### config.mk
export PLATFORM = sky130hd
export DESIGN_NAME = cell_facet_canonicalizer_flat
export DESIGN_NICKNAME = d
export VERILOG_FILES = /design/src/rtl/cfc_pkg.sv /design/src/rtl/cfc_if.sv /design/src/rtl/cell_facet_canonicalizer.sv /design/src/rtl/cfc_front.sv /design/src/rtl/cfc_queue.sv /design/src/rtl/cfc_back.sv /design/src/flat_wrapper.sv
export VERILOG_INCLUDE_DIRS = /design/src /design/src/rtl
export SDC_FILE = /design/constraint.sdc
export NUM_CORES = 2
export LEC_CHECK = 0
export ABC_AREA = 0
export BUFFER_PORTS_ARGS = -buffer_cell sky130_fd_sc_hd__buf_4
export CORE_MARGIN = 3
export CORE_UTILIZATION = 55
export DETAILED_ROUTE_END_ITERATION = 10
export PLACE_DENSITY = 0.81
export SETUP_SLACK_MARGIN = 0.2
export SLEW_MARGIN = 20
export SYNTH_ARGS = -nofsm -noshare
export SYNTH_HDL_FRONTEND = slang
export SYNTH_SLANG_ARGS = --single-unit
### constraint.sdc
create_clock -name clk -period 14.31 [get_ports clk]
set_input_delay 0.7155 -clock clk [delete_from_list [all_inputs] [get_ports clk]]
set_output_delay 0.7155 -clock clk [all_outputs]
set_load 0.02 [all_outputs]
### src/rtl/assert_macros.svh
// Assertion macros shared by the facet canonicalizer RTL.
// Needs signals named clk and rst in the including module's scope.
`ifndef ASSERT_MACROS_SVH
`define ASSERT_MACROS_SVH

// Checked on every rising edge outside reset.
`define ASSERT_CLK(lbl, prop, msg) \
  lbl: assert property (@(posedge clk) disable iff (rst) prop) else $error(msg);

// Checked on every rising edge, reset included.
`define ASSERT_ALWAYS(lbl, prop, msg) \
  lbl: assert property (@(posedge clk) prop) else $error(msg);

`endif

### src/rtl/cfc_pkg.sv
// Shared types, constants and facet tables of the facet canonicalizer.
// No dependencies; used by every other RTL file but assert_macros.svh.
package cfc_pkg;

  localparam int INDEX_BITS  = 32;
  localparam int KIND_W      = 2;
  localparam int IDX_W       = 32;
  localparam int VERT_W      = 31;
  localparam int FACE_W      = 32;
  localparam int FNUM_W      = 3;
  localparam int SLOT_W      = 3;
  localparam int NUM_VERTS   = 8;
  localparam int QUEUE_DEPTH = 2;
  localparam int Q_PTR_W     = (QUEUE_DEPTH > 1) ? $clog2(QUEUE_DEPTH) : 1;
  localparam int Q_CNT_W     = $clog2(QUEUE_DEPTH + 1);

  // source_index keeps the low INDEX_BITS bits of the cell index
  localparam logic [IDX_W-1:0] SRC_MASK =
    (INDEX_BITS >= IDX_W) ? {IDX_W{1'b1}} : IDX_W'((64'd1 << INDEX_BITS) - 64'd1);

  localparam logic [KIND_W-1:0] KIND_TET   = 2'd0;
  localparam logic [KIND_W-1:0] KIND_PYR   = 2'd1;
  localparam logic [KIND_W-1:0] KIND_WEDGE = 2'd2;
  localparam logic [KIND_W-1:0] KIND_HEX   = 2'd3;

  typedef enum logic [1:0] {
    OP_DEGEN = 2'd0,
    OP_TRI   = 2'd1,
    OP_QUAD  = 2'd2
  } facet_op_t;

  typedef struct packed {
    logic                   quad;
    logic [3:0][SLOT_W-1:0] slot;
  } facet_slots_t;

  typedef struct packed {
    facet_op_t              op;
    logic [3:0][VERT_W-1:0] v;
    logic [KIND_W-1:0]      kind;
    logic [FNUM_W-1:0]      fnum;
    logic [IDX_W-1:0]       index;
    logic                   last;
  } facet_job_t;

  function automatic facet_slots_t mk_slots(input logic q, input logic [SLOT_W-1:0] a,
                                            input logic [SLOT_W-1:0] b,
                                            input logic [SLOT_W-1:0] c,
                                            input logic [SLOT_W-1:0] d);
    facet_slots_t r;
    r.quad    = q;
    r.slot[0] = a;
    r.slot[1] = b;
    r.slot[2] = c;
    r.slot[3] = d;
    return r;
  endfunction

  function automatic logic [FNUM_W-1:0] facet_count(input logic [KIND_W-1:0] kind);
    logic [FNUM_W-1:0] n;
    case (kind)
      KIND_TET:   n = 3'd4;
      KIND_PYR:   n = 3'd5;
      KIND_WEDGE: n = 3'd5;
      default:    n = 3'd6;
    endcase
    return n;
  endfunction

  // Vertex slots of each facet; triangles leave the fourth slot unused.
  function automatic facet_slots_t facet_slots(input logic [KIND_W-1:0] kind,
                                               input logic [FNUM_W-1:0] fnum);
    facet_slots_t r;
    r = mk_slots(1'b0, 3'd0, 3'd0, 3'd0, 3'd0);
    case (kind)
      KIND_TET: begin
        case (fnum)
          3'd0:    r = mk_slots(1'b0, 3'd1, 3'd3, 3'd2, 3'd0);
          3'd1:    r = mk_slots(1'b0, 3'd0, 3'd2, 3'd3, 3'd0);
          3'd2:    r = mk_slots(1'b0, 3'd0, 3'd3, 3'd1, 3'd0);
          default: r = mk_slots(1'b0, 3'd0, 3'd1, 3'd2, 3'd0);
        endcase
      end
      KIND_PYR: begin
        case (fnum)
          3'd0:    r = mk_slots(1'b0, 3'd4, 3'd1, 3'd0, 3'd0);
          3'd1:    r = mk_slots(1'b0, 3'd4, 3'd2, 3'd1, 3'd0);
          3'd2:    r = mk_slots(1'b0, 3'd4, 3'd3, 3'd2, 3'd0);
          3'd3:    r = mk_slots(1'b0, 3'd4, 3'd0, 3'd3, 3'd0);
          default: r = mk_slots(1'b1, 3'd0, 3'd1, 3'd2, 3'd3);
        endcase
      end
      KIND_WEDGE: begin
        case (fnum)
          3'd0:    r = mk_slots(1'b0, 3'd0, 3'd2, 3'd1, 3'd0);
          3'd1:    r = mk_slots(1'b0, 3'd3, 3'd4, 3'd5, 3'd0);
          3'd2:    r = mk_slots(1'b1, 3'd0, 3'd3, 3'd5, 3'd2);
          3'd3:    r = mk_slots(1'b1, 3'd1, 3'd2, 3'd5, 3'd4);
          default: r = mk_slots(1'b1, 3'd0, 3'd1, 3'd4, 3'd3);
        endcase
      end
      default: begin
        case (fnum)
          3'd0:    r = mk_slots(1'b1, 3'd0, 3'd1, 3'd2, 3'd3);
          3'd1:    r = mk_slots(1'b1, 3'd4, 3'd7, 3'd6, 3'd5);
          3'd2:    r = mk_slots(1'b1, 3'd0, 3'd4, 3'd5, 3'd1);
          3'd3:    r = mk_slots(1'b1, 3'd2, 3'd6, 3'd7, 3'd3);
          3'd4:    r = mk_slots(1'b1, 3'd1, 3'd5, 3'd6, 3'd2);
          default: r = mk_slots(1'b1, 3'd0, 3'd3, 3'd7, 3'd4);
        endcase
      end
    endcase
    return r;
  endfunction

endpackage

### src/rtl/cfc_if.sv
// Valid/ready channel interfaces: cells in, facets out.
// Depends on cfc_pkg for field widths.
interface cfc_cell_if;
  logic                       valid;
  logic                       ready;
  logic [cfc_pkg::KIND_W-1:0] cell_kind;
  logic [cfc_pkg::IDX_W-1:0]  cell_index;
  logic [cfc_pkg::VERT_W-1:0] vert_a;
  logic [cfc_pkg::VERT_W-1:0] vert_b;
  logic [cfc_pkg::VERT_W-1:0] vert_c;
  logic [cfc_pkg::VERT_W-1:0] vert_d;
  logic [cfc_pkg::VERT_W-1:0] vert_e;
  logic [cfc_pkg::VERT_W-1:0] vert_f;
  logic [cfc_pkg::VERT_W-1:0] vert_g;
  logic [cfc_pkg::VERT_W-1:0] vert_h;

  modport source (output valid, cell_kind, cell_index, vert_a, vert_b, vert_c, vert_d,
                  vert_e, vert_f, vert_g, vert_h, input ready);
  modport sink   (input valid, cell_kind, cell_index, vert_a, vert_b, vert_c, vert_d,
                  vert_e, vert_f, vert_g, vert_h, output ready);
endinterface

interface cfc_face_if;
  logic                              valid;
  logic                              ready;
  logic signed [cfc_pkg::FACE_W-1:0] face_v0;
  logic signed [cfc_pkg::FACE_W-1:0] face_v1;
  logic signed [cfc_pkg::FACE_W-1:0] face_v2;
  logic signed [cfc_pkg::FACE_W-1:0] face_v3;
  logic [cfc_pkg::KIND_W-1:0]        source_kind;
  logic [cfc_pkg::FNUM_W-1:0]        facet_number;
  logic [cfc_pkg::IDX_W-1:0]         source_index;
  logic                              flipped;
  logic                              degenerate;
  logic                              last_facet;

  modport source (output valid, face_v0, face_v1, face_v2, face_v3, source_kind,
                  facet_number, source_index, flipped, degenerate, last_facet,
                  input ready);
  modport sink   (input valid, face_v0, face_v1, face_v2, face_v3, source_kind,
                  facet_number, source_index, flipped, degenerate, last_facet,
                  output ready);
endinterface

### src/rtl/cell_facet_canonicalizer.sv
// Top level of the cell facet canonicalizer: front end, job queue, back end.
// Depends on cfc_pkg, cfc_if, cfc_front, cfc_queue and cfc_back.
//
// One cell beat (tetrahedron, pyramid, wedge or hexahedron) yields one facet
// beat per face: 4 for a tetrahedron, 5 for a pyramid or wedge, 6 for a
// hexahedron, in the fixed per-kind vertex order, the final one marked with
// last_facet. The single facet output channel moves one beat a cycle while
// facets.ready is high. The front end takes the next cell in the same
// cycle that the current cell's last facet enters the queue, so cells stream
// without gaps. A cell's first facet passes the cell register, a queue entry
// and then the output register before it is presented. Each facet is
// canonicalized: triangles sorted ascending, quads rotated to their smallest
// vertex with the second and fourth ordered, quads with one repeat reduced to
// a sorted triangle, and anything with fewer than three distinct vertices
// reported as all -1 with degenerate set. flipped carries the parity of the
// reorder swaps. Either side may stall freely; a two-entry queue decouples
// the front end's facet walk from the back end's output register.

module cell_facet_canonicalizer (
  input  logic        clk,
  input  logic        rst,
  cfc_cell_if.sink    cells,
  cfc_face_if.source  facets
);

  // front -> queue
  logic                f_valid;
  logic                f_ready;
  cfc_pkg::facet_job_t f_job;

  // queue -> back
  logic                b_valid;
  logic                b_ready;
  cfc_pkg::facet_job_t b_job;

  // Cell walk: gathers each facet's vertices and classifies it
  // (degenerate / triangle / quad) from the vertex equalities.
  cfc_front u_front (
    .clk       (clk),
    .rst       (rst),
    .cells     (cells),
    .job_valid (f_valid),
    .job_ready (f_ready),
    .job       (f_job)
  );

  cfc_queue u_queue (
    .clk        (clk),
    .rst        (rst),
    .push_valid (f_valid),
    .push_ready (f_ready),
    .push_job   (f_job),
    .pop_valid  (b_valid),
    .pop_ready  (b_ready),
    .pop_job    (b_job)
  );

  // Ordering of vertices plus orientation parity, into the output register.
  cfc_back u_back (
    .clk       (clk),
    .rst       (rst),
    .job_valid (b_valid),
    .job_ready (b_ready),
    .job       (b_job),
    .facets    (facets)
  );

endmodule

### src/rtl/cfc_front.sv
// Front end: holds one cell, walks its facets, gathers and classifies vertices.
// Depends on cfc_pkg, cfc_if and assert_macros.svh.
`include "assert_macros.svh"

module cfc_front (
  input  logic                clk,
  input  logic                rst,
  cfc_cell_if.sink            cells,
  output logic                job_valid,
  input  logic                job_ready,
  output cfc_pkg::facet_job_t job
);

  logic                                          busy;
  logic [cfc_pkg::KIND_W-1:0]                    kind;
  logic [cfc_pkg::IDX_W-1:0]                     index;
  logic [cfc_pkg::NUM_VERTS-1:0][cfc_pkg::VERT_W-1:0] verts;
  logic [cfc_pkg::FNUM_W-1:0]                    fcnt;

  cfc_pkg::facet_slots_t                         sl;
  logic [3:0][cfc_pkg::VERT_W-1:0]               v;
  logic e01, e02, e03, e12, e13, e23;
  logic new1, new2, new3;
  logic last, push, accept;

  assign sl = cfc_pkg::facet_slots(kind, fcnt);

  always_comb begin
    for (int i = 0; i < 4; i++) begin
      v[i] = verts[sl.slot[i]];
    end
  end

  assign e01 = (v[0] == v[1]);
  assign e02 = (v[0] == v[2]);
  assign e03 = (v[0] == v[3]);
  assign e12 = (v[1] == v[2]);
  assign e13 = (v[1] == v[3]);
  assign e23 = (v[2] == v[3]);

  // vertex i is new when it matches none before it
  assign new1 = !e01;
  assign new2 = !(e02 || e12);
  assign new3 = !(e03 || e13 || e23);

  assign last   = (fcnt == cfc_pkg::facet_count(kind) - 3'd1);
  assign push   = busy && job_ready;
  assign accept = cells.valid && cells.ready;

  assign cells.ready = !busy || (push && last);
  assign job_valid   = busy;

  always_comb begin
    job.kind  = kind;
    job.fnum  = fcnt;
    job.index = index;
    job.last  = last;
    job.v     = v;
    job.op    = cfc_pkg::OP_DEGEN;
    if (!sl.quad) begin
      if (new1 && new2) job.op = cfc_pkg::OP_TRI;
    end else if (new1 && new2 && new3) begin
      job.op = cfc_pkg::OP_QUAD;
    end else if ((new1 && new2) || (new1 && new3) || (new2 && new3)) begin
      // three distinct: drop the repeat, keep a triangle
      job.op = cfc_pkg::OP_TRI;
      if (e01) begin
        job.v[1] = v[2];
        job.v[2] = v[3];
      end else if (e02 || e12) begin
        job.v[2] = v[3];
      end
    end
  end

  always_ff @(posedge clk) begin
    if (rst) begin
      busy <= 1'b0;
      fcnt <= '0;
    end else if (accept) begin
      busy <= 1'b1;
      fcnt <= '0;
    end else if (push) begin
      if (last) begin
        busy <= 1'b0;
      end else begin
        fcnt <= fcnt + 3'd1;
      end
    end
  end

  always_ff @(posedge clk) begin
    if (accept) begin
      kind     <= cells.cell_kind;
      index    <= cells.cell_index & cfc_pkg::SRC_MASK;
      verts[0] <= cells.vert_a;
      verts[1] <= cells.vert_b;
      verts[2] <= cells.vert_c;
      verts[3] <= cells.vert_d;
      verts[4] <= cells.vert_e;
      verts[5] <= cells.vert_f;
      verts[6] <= cells.vert_g;
      verts[7] <= cells.vert_h;
    end
  end

  `ASSERT_CLK(a_fcnt_range, busy |-> (fcnt < cfc_pkg::facet_count(kind)), "facet counter overran")
  `ASSERT_CLK(a_accept_on_last, (accept && busy) |-> (push && last), "cell taken mid-walk")
  `ASSERT_CLK(a_idle_after_last, (push && last && !accept) |=> !busy, "walk did not end")

endmodule

### src/rtl/cfc_queue.sv
// Short register queue of facet jobs between front and back ends.
// Depends on cfc_pkg and assert_macros.svh.
`include "assert_macros.svh"

module cfc_queue (
  input  logic                clk,
  input  logic                rst,
  input  logic                push_valid,
  output logic                push_ready,
  input  cfc_pkg::facet_job_t push_job,
  output logic                pop_valid,
  input  logic                pop_ready,
  output cfc_pkg::facet_job_t pop_job
);

  cfc_pkg::facet_job_t              entries [cfc_pkg::QUEUE_DEPTH];
  logic [cfc_pkg::Q_PTR_W-1:0]      wr_ptr;
  logic [cfc_pkg::Q_PTR_W-1:0]      rd_ptr;
  logic [cfc_pkg::Q_CNT_W-1:0]      count;
  logic                             do_push, do_pop;

  assign push_ready = (count != cfc_pkg::Q_CNT_W'(cfc_pkg::QUEUE_DEPTH));
  assign pop_valid  = (count != '0);
  assign pop_job    = entries[rd_ptr];
  assign do_push    = push_valid && push_ready;
  assign do_pop     = pop_valid && pop_ready;

  function automatic logic [cfc_pkg::Q_PTR_W-1:0] bump(input logic [cfc_pkg::Q_PTR_W-1:0] p);
    logic [cfc_pkg::Q_PTR_W-1:0] n;
    if (p == cfc_pkg::Q_PTR_W'(cfc_pkg::QUEUE_DEPTH - 1)) n = '0;
    else n = p + cfc_pkg::Q_PTR_W'(1);
    return n;
  endfunction

  always_ff @(posedge clk) begin
    if (rst) begin
      wr_ptr <= '0;
      rd_ptr <= '0;
      count  <= '0;
    end else begin
      if (do_push) wr_ptr <= bump(wr_ptr);
      if (do_pop)  rd_ptr <= bump(rd_ptr);
      if (do_push && !do_pop) count <= count + cfc_pkg::Q_CNT_W'(1);
      else if (do_pop && !do_push) count <= count - cfc_pkg::Q_CNT_W'(1);
    end
  end

  always_ff @(posedge clk) begin
    if (do_push) entries[wr_ptr] <= push_job;
  end

  `ASSERT_CLK(a_count_bound, count <= cfc_pkg::Q_CNT_W'(cfc_pkg::QUEUE_DEPTH), "queue overfilled")
  `ASSERT_CLK(a_count_up, (do_push && !do_pop) |=> (count == $past(count) + cfc_pkg::Q_CNT_W'(1)), "push lost")

endmodule

### src/rtl/cfc_back.sv
// Back end: puts each facet job in canonical order into the output register.
// Depends on cfc_pkg and cfc_if.
module cfc_back (
  input  logic                clk,
  input  logic                rst,
  input  logic                job_valid,
  output logic                job_ready,
  input  cfc_pkg::facet_job_t job,
  cfc_face_if.source          facets
);

  localparam logic [cfc_pkg::FACE_W-1:0] NEG1 = {cfc_pkg::FACE_W{1'b1}};

  logic                             out_valid;
  logic [cfc_pkg::VERT_W-1:0]       s0, s1, s2, tmp;
  logic                             tflip;
  logic [1:0]                       lo;
  logic [3:0][cfc_pkg::VERT_W-1:0]  r;
  logic [cfc_pkg::VERT_W-1:0]       rtmp;
  logic                             qflip;
  logic [3:0][cfc_pkg::FACE_W-1:0]  fv;
  logic                             flip_n, degen_n;
  logic                             take;

  assign job_ready    = !out_valid || facets.ready;
  assign take         = job_valid && job_ready;
  assign facets.valid = out_valid;

  // triangle: three compare-swaps, each swap flips orientation
  always_comb begin
    s0 = job.v[0];
    s1 = job.v[1];
    s2 = job.v[2];
    tmp = '0;
    tflip = 1'b0;
    if (s1 < s0) begin
      tmp = s0; s0 = s1; s1 = tmp; tflip = !tflip;
    end
    if (s2 < s0) begin
      tmp = s0; s0 = s2; s2 = tmp; tflip = !tflip;
    end
    if (s2 < s1) begin
      tmp = s1; s1 = s2; s2 = tmp; tflip = !tflip;
    end
  end

  // quad: rotate smallest to front, then order second and fourth
  always_comb begin
    lo = 2'd0;
    if (job.v[1] < job.v[lo]) lo = 2'd1;
    if (job.v[2] < job.v[lo]) lo = 2'd2;
    if (job.v[3] < job.v[lo]) lo = 2'd3;
    for (int i = 0; i < 4; i++) begin
      r[i] = job.v[lo + 2'(i)];
    end
    rtmp  = '0;
    qflip = 1'b0;
    if (r[3] < r[1]) begin
      rtmp = r[1]; r[1] = r[3]; r[3] = rtmp; qflip = 1'b1;
    end
  end

  always_comb begin
    fv      = {4{NEG1}};
    flip_n  = 1'b0;
    degen_n = 1'b1;
    case (job.op)
      cfc_pkg::OP_TRI: begin
        fv[0]   = {1'b0, s0};
        fv[1]   = {1'b0, s1};
        fv[2]   = {1'b0, s2};
        flip_n  = tflip;
        degen_n = 1'b0;
      end
      cfc_pkg::OP_QUAD: begin
        for (int i = 0; i < 4; i++) fv[i] = {1'b0, r[i]};
        flip_n  = qflip;
        degen_n = 1'b0;
      end
      default: begin
        fv      = {4{NEG1}};
        flip_n  = 1'b0;
        degen_n = 1'b1;
      end
    endcase
  end

  always_ff @(posedge clk) begin
    if (rst) begin
      out_valid <= 1'b0;
    end else if (job_ready) begin
      out_valid <= job_valid;
    end
  end

  always_ff @(posedge clk) begin
    if (take) begin
      facets.face_v0      <= fv[0];
      facets.face_v1      <= fv[1];
      facets.face_v2      <= fv[2];
      facets.face_v3      <= fv[3];
      facets.source_kind  <= job.kind;
      facets.facet_number <= job.fnum;
      facets.source_index <= job.index;
      facets.flipped      <= flip_n;
      facets.degenerate   <= degen_n;
      facets.last_facet   <= job.last;
    end
  end

endmodule
### src/flat_wrapper.sv
// flat-port wrapper written by rule: the top's interface ports become plain ports
module cell_facet_canonicalizer_flat 
  (clk, rst, cells_valid, cells_cell_kind, cells_cell_index, cells_vert_a, cells_vert_b, cells_vert_c, cells_vert_d, cells_vert_e, cells_vert_f, cells_vert_g, cells_vert_h, cells_ready, facets_valid, facets_face_v0, facets_face_v1, facets_face_v2, facets_face_v3, facets_source_kind, facets_facet_number, facets_source_index, facets_flipped, facets_degenerate, facets_last_facet, facets_ready);
  cfc_cell_if cells_i ();
  cfc_face_if facets_i ();
  input  logic clk;
  input  logic rst;
  input wire logic [$bits(cells_i.valid)-1:0] cells_valid;
  input wire logic [$bits(cells_i.cell_kind)-1:0] cells_cell_kind;
  input wire logic [$bits(cells_i.cell_index)-1:0] cells_cell_index;
  input wire logic [$bits(cells_i.vert_a)-1:0] cells_vert_a;
  input wire logic [$bits(cells_i.vert_b)-1:0] cells_vert_b;
  input wire logic [$bits(cells_i.vert_c)-1:0] cells_vert_c;
  input wire logic [$bits(cells_i.vert_d)-1:0] cells_vert_d;
  input wire logic [$bits(cells_i.vert_e)-1:0] cells_vert_e;
  input wire logic [$bits(cells_i.vert_f)-1:0] cells_vert_f;
  input wire logic [$bits(cells_i.vert_g)-1:0] cells_vert_g;
  input wire logic [$bits(cells_i.vert_h)-1:0] cells_vert_h;
  output wire logic [$bits(cells_i.ready)-1:0] cells_ready;
  output wire logic [$bits(facets_i.valid)-1:0] facets_valid;
  output wire logic [$bits(facets_i.face_v0)-1:0] facets_face_v0;
  output wire logic [$bits(facets_i.face_v1)-1:0] facets_face_v1;
  output wire logic [$bits(facets_i.face_v2)-1:0] facets_face_v2;
  output wire logic [$bits(facets_i.face_v3)-1:0] facets_face_v3;
  output wire logic [$bits(facets_i.source_kind)-1:0] facets_source_kind;
  output wire logic [$bits(facets_i.facet_number)-1:0] facets_facet_number;
  output wire logic [$bits(facets_i.source_index)-1:0] facets_source_index;
  output wire logic [$bits(facets_i.flipped)-1:0] facets_flipped;
  output wire logic [$bits(facets_i.degenerate)-1:0] facets_degenerate;
  output wire logic [$bits(facets_i.last_facet)-1:0] facets_last_facet;
  input wire logic [$bits(facets_i.ready)-1:0] facets_ready;
  assign cells_i.valid = cells_valid;
  assign cells_i.cell_kind = cells_cell_kind;
  assign cells_i.cell_index = cells_cell_index;
  assign cells_i.vert_a = cells_vert_a;
  assign cells_i.vert_b = cells_vert_b;
  assign cells_i.vert_c = cells_vert_c;
  assign cells_i.vert_d = cells_vert_d;
  assign cells_i.vert_e = cells_vert_e;
  assign cells_i.vert_f = cells_vert_f;
  assign cells_i.vert_g = cells_vert_g;
  assign cells_i.vert_h = cells_vert_h;
  assign cells_ready = cells_i.ready;
  assign facets_valid = facets_i.valid;
  assign facets_face_v0 = facets_i.face_v0;
  assign facets_face_v1 = facets_i.face_v1;
  assign facets_face_v2 = facets_i.face_v2;
  assign facets_face_v3 = facets_i.face_v3;
  assign facets_source_kind = facets_i.source_kind;
  assign facets_facet_number = facets_i.facet_number;
  assign facets_source_index = facets_i.source_index;
  assign facets_flipped = facets_i.flipped;
  assign facets_degenerate = facets_i.degenerate;
  assign facets_last_facet = facets_i.last_facet;
  assign facets_i.ready = facets_ready;
  cell_facet_canonicalizer u_core (.clk(clk), .rst(rst), .cells(cells_i), .facets(facets_i));
endmodule
==> key figures <==
Finish
  • Diode count: 0
  • Total Nets Final: 5610
  • Layout cells sized above 1: 17.1%
  • Fillers: 6953
  • Commonest non-fill, non-tap cells in the layout: 775 x edfxtp_1, 766 x nand2_1, 620 x mux2i_1
  • Area growth from synthesis to layout: 15.3%
  • Commonest non-fill, non-tap cell in the layout: edfxtp_1

Detailed routing
  • Antenna Nets Post-Route: 0
  • Routed WL per cell: 25.2 um
  • DR pass1 iterations: 8
  • Via count: 41600
  • Via density: 6.50
  • Drt drc: 0
  • Drt first-iter violations: 6080
  • Final WL: 161000 um

Global routing
  • Number of global-route vias before repair: 38900
  • First-pass GRT wire length: 241000 um
  • Initial antenna violation count: 1
  • Global route overflow: 0
  • Pin count of the biggest net entering global routing: 164
  • Total GRT Usage: 33.2%

Critical path
  • CP max FO: 58
  • Critical Path AT: 13.77 ns
  • Crit-path most repeated cell: o21ai_0
  • FF-to-FF End: u_core.u_back.facets.face_v3[5]
  • CP startpoint kind: flip-flop
  • Worst path top cell family by delay: compound AO/OA/AOI/OAI gates
  • CP required: 14.69 ns
  • CP Capture Type: flip-flop
  • CP peak stage delay: 0.58 ns
  • Buf/Inv on CP: 9
  • Slack of the worst reg-to-reg path: 0.91 ns
  • Max stage delay cell, worst path: or4_1
  • Critical path type: flip-flop to flip-flop
  • R2r worst-path depth: 54

Synth
  • Synthesized flop and latch total: 785
  • Ys Warns: 0
  • Cell taking the most area after synthesis: edfxtp_1
  • Post-Syn Area per Cell: 10.3 sq um
  • Syn nets: 5283
  • Number of flops mapped to enable cells by yosys: 775
  • Top cell type's share of synthesized area: 46.7%
  • Sequential area share after synthesis: 47.1%
  • Ys async rst share: 0%
  • Mapped Area: 0.0499 sq mm
  • Synth area leaders: edfxtp_1 47%, mux2i_1 13%, nand2_1 5.8%
  • Synth unique cells: 76
  • Main synth FF type: edfxtp_1
  • Cells after Synth: 4840

STA
  • Max Clock Freq: 74.6 MHz
  • Final Cycle Share: 93.6%
  • Hold_ws: 0.213 ns
  • Tmin final: 13.40 ns
  • Setup tns final: 0 ns
  • Fin. Hold Viols: 0
  • RSZ-0062 raised after global routing: false
  • Setup ws final: 0.913 ns
  • Slew headroom: 13.8%
  • Layout Skew: 0.0527 ns
  • Max-slew violations: 0
  • Setup-violating endpoint count in the final report: 0
  • Slew at the pin closest to its max-slew limit: 1.29 ns

Hold path
  • Min-Delay Endpoint: u_core.u_front.verts[95]
  • Hold Path Stages: 1
  • Hold Crit Class: input pin to flip-flop
  • Hold Startpoint: cells_vert_d[2]

Floorplan
  • Die Span X: 307 um
  • Initial Utilization: 55.9%
  • Die ar.: 0.0943 sq mm
  • Die Y: 307 um
  • Core footprint: 0.0892 sq mm
  • Cell Rows: 109
  • I/O Pins: 456

Placement
  • GPL Wtd Cong: 1.08
  • DP Wirelength: 118000 um
  • Number of port buffers: 455
  • Pre-CTS WS: 0.937 ns

Flow run
  • Max Cap Violations: 0

Clock network
  • CTS root buf: clkbuf_16
  • CTS tree: built
  • CTS Sinks: 785
  • CTS clock-pin slew for the worst setup and hold paths: 0.07 ns
  • Number of CTS-inserted buffers: 80
  • CTS Buffer Depth: 3
  • Clk Latency, worst-skew pair: 0.69 ns
  • Htree depth: 3
  • Hold buffers post-CTS: 0

Run status
  • Status: completed
## cell usage after synthesis (33+ instances only)
master / instances
edfxtp_1: 775
nand2_1: 768
mux2i_1: 623
o21ai_0: 281
inv_1: 249
clkbuf_1: 245
a21oi_1: 197
nor2_1: 183
ha_1: 157
xnor2_1: 141
mux2_2: 132
nand3_1: 130
a211oi_1: 99
a221o_1: 84
a31oi_1: 82
and3_1: 58
nor2b_1: 57
a311oi_1: 56
nand4_1: 54
xor2_1: 53
buf_1: 50
o211ai_1: 41
nor4_1: 35
buf_2: 33
## routing by layer
layer,track usage (%),vias to the layer above,share of wire (%)
li1,-,18500,-
met1,46.5,19900,40
met5,0,-,0
met4,13.6,0,4.4
met3,5.72,423,11
met2,51.4,2756,45
## cell type report
cell class | instances | area [sq um] | area share (%)
well taps | 1165 | 1460 | 2.54
clock buffers | 95 | 2100 | 3.65
inverters | 251 | 950 | 1.65
repair buffers | 582 | 4510 | 7.84
clock inverters | 53 | 596 | 1.04
multi-input cells | 3467 | 24400 | 42.4
flip-flops and latches | 785 | 23500 | 40.8
## flip-flops by register name, summed over array words and instances (netlist names), 2 cells and up, named ones only
name                               cells
u_core.u_back.facets.face_v3          32
u_core.u_front.index                  32
u_core.u_back.facets.facet_number      3
u_core.u_back.facets.face_v1          31
u_core.u_queue.entries               328
u_core.u_back.facets.face_v2          31
u_core.u_front.verts                 248
u_core.u_queue.count                   2
u_core.u_front.kind                    2
u_core.u_front.fcnt                    3
u_core.u_back.facets.source_index     32
u_core.u_back.facets.face_v0          31
u_core.u_back.facets.source_kind       2
## timing repair
action | 4_1_cts | 5_1_grt
endpoints found under the hold margin | 0 | 0
gates resized for setup | 0 | 4
setup buffers | 0 | 0
setup endpoints to repair | 0 | 44
## worst max-delay path by stage
stage               cells after the start                               to  slack, ns
floorplan                              71  u_core.u_back.facets.face_v3[0]       0.24
global route                           54  u_core.u_back.facets.face_v3[5]       0.22
detailed placement                     54  u_core.u_back.facets.face_v3[5]       0.94
CTS                                    54  u_core.u_back.facets.face_v3[5]       0.86
finish                                 54  u_core.u_back.facets.face_v3[5]       0.91
global placement                       52  u_core.u_back.facets.face_v3[5]       1.11
## per-stage QoR
step | std cells | util, % | cell area, sq um
2_1_floorplan | 4840 | - | 49900
5_1_grt | 6398 | 64.5 | 57500
3_5_place_dp | 6250 | 61.4 | 54800
6_report | 6398 | 64.5 | 57500
3_3_place_gp | 6250 | 61.4 | 54800
4_1_cts | 6398 | 64.4 | 57500
## cell families after synthesis
logic type / Yosys count / synth area share [%]
simple gates: 1366 / 12.1
compound gates: 973 / 12.8
flops: 785 / 47.1
mux: 774 / 16.0
buf+inv: 588 / 4.61
xor+xnor: 195 / 3.46
fa+ha+maj: 159 / 3.98
Power is left out: the tool's default activity adds up to more than one toggle a clock period on the data nets, which glitch-free logic cannot reach.
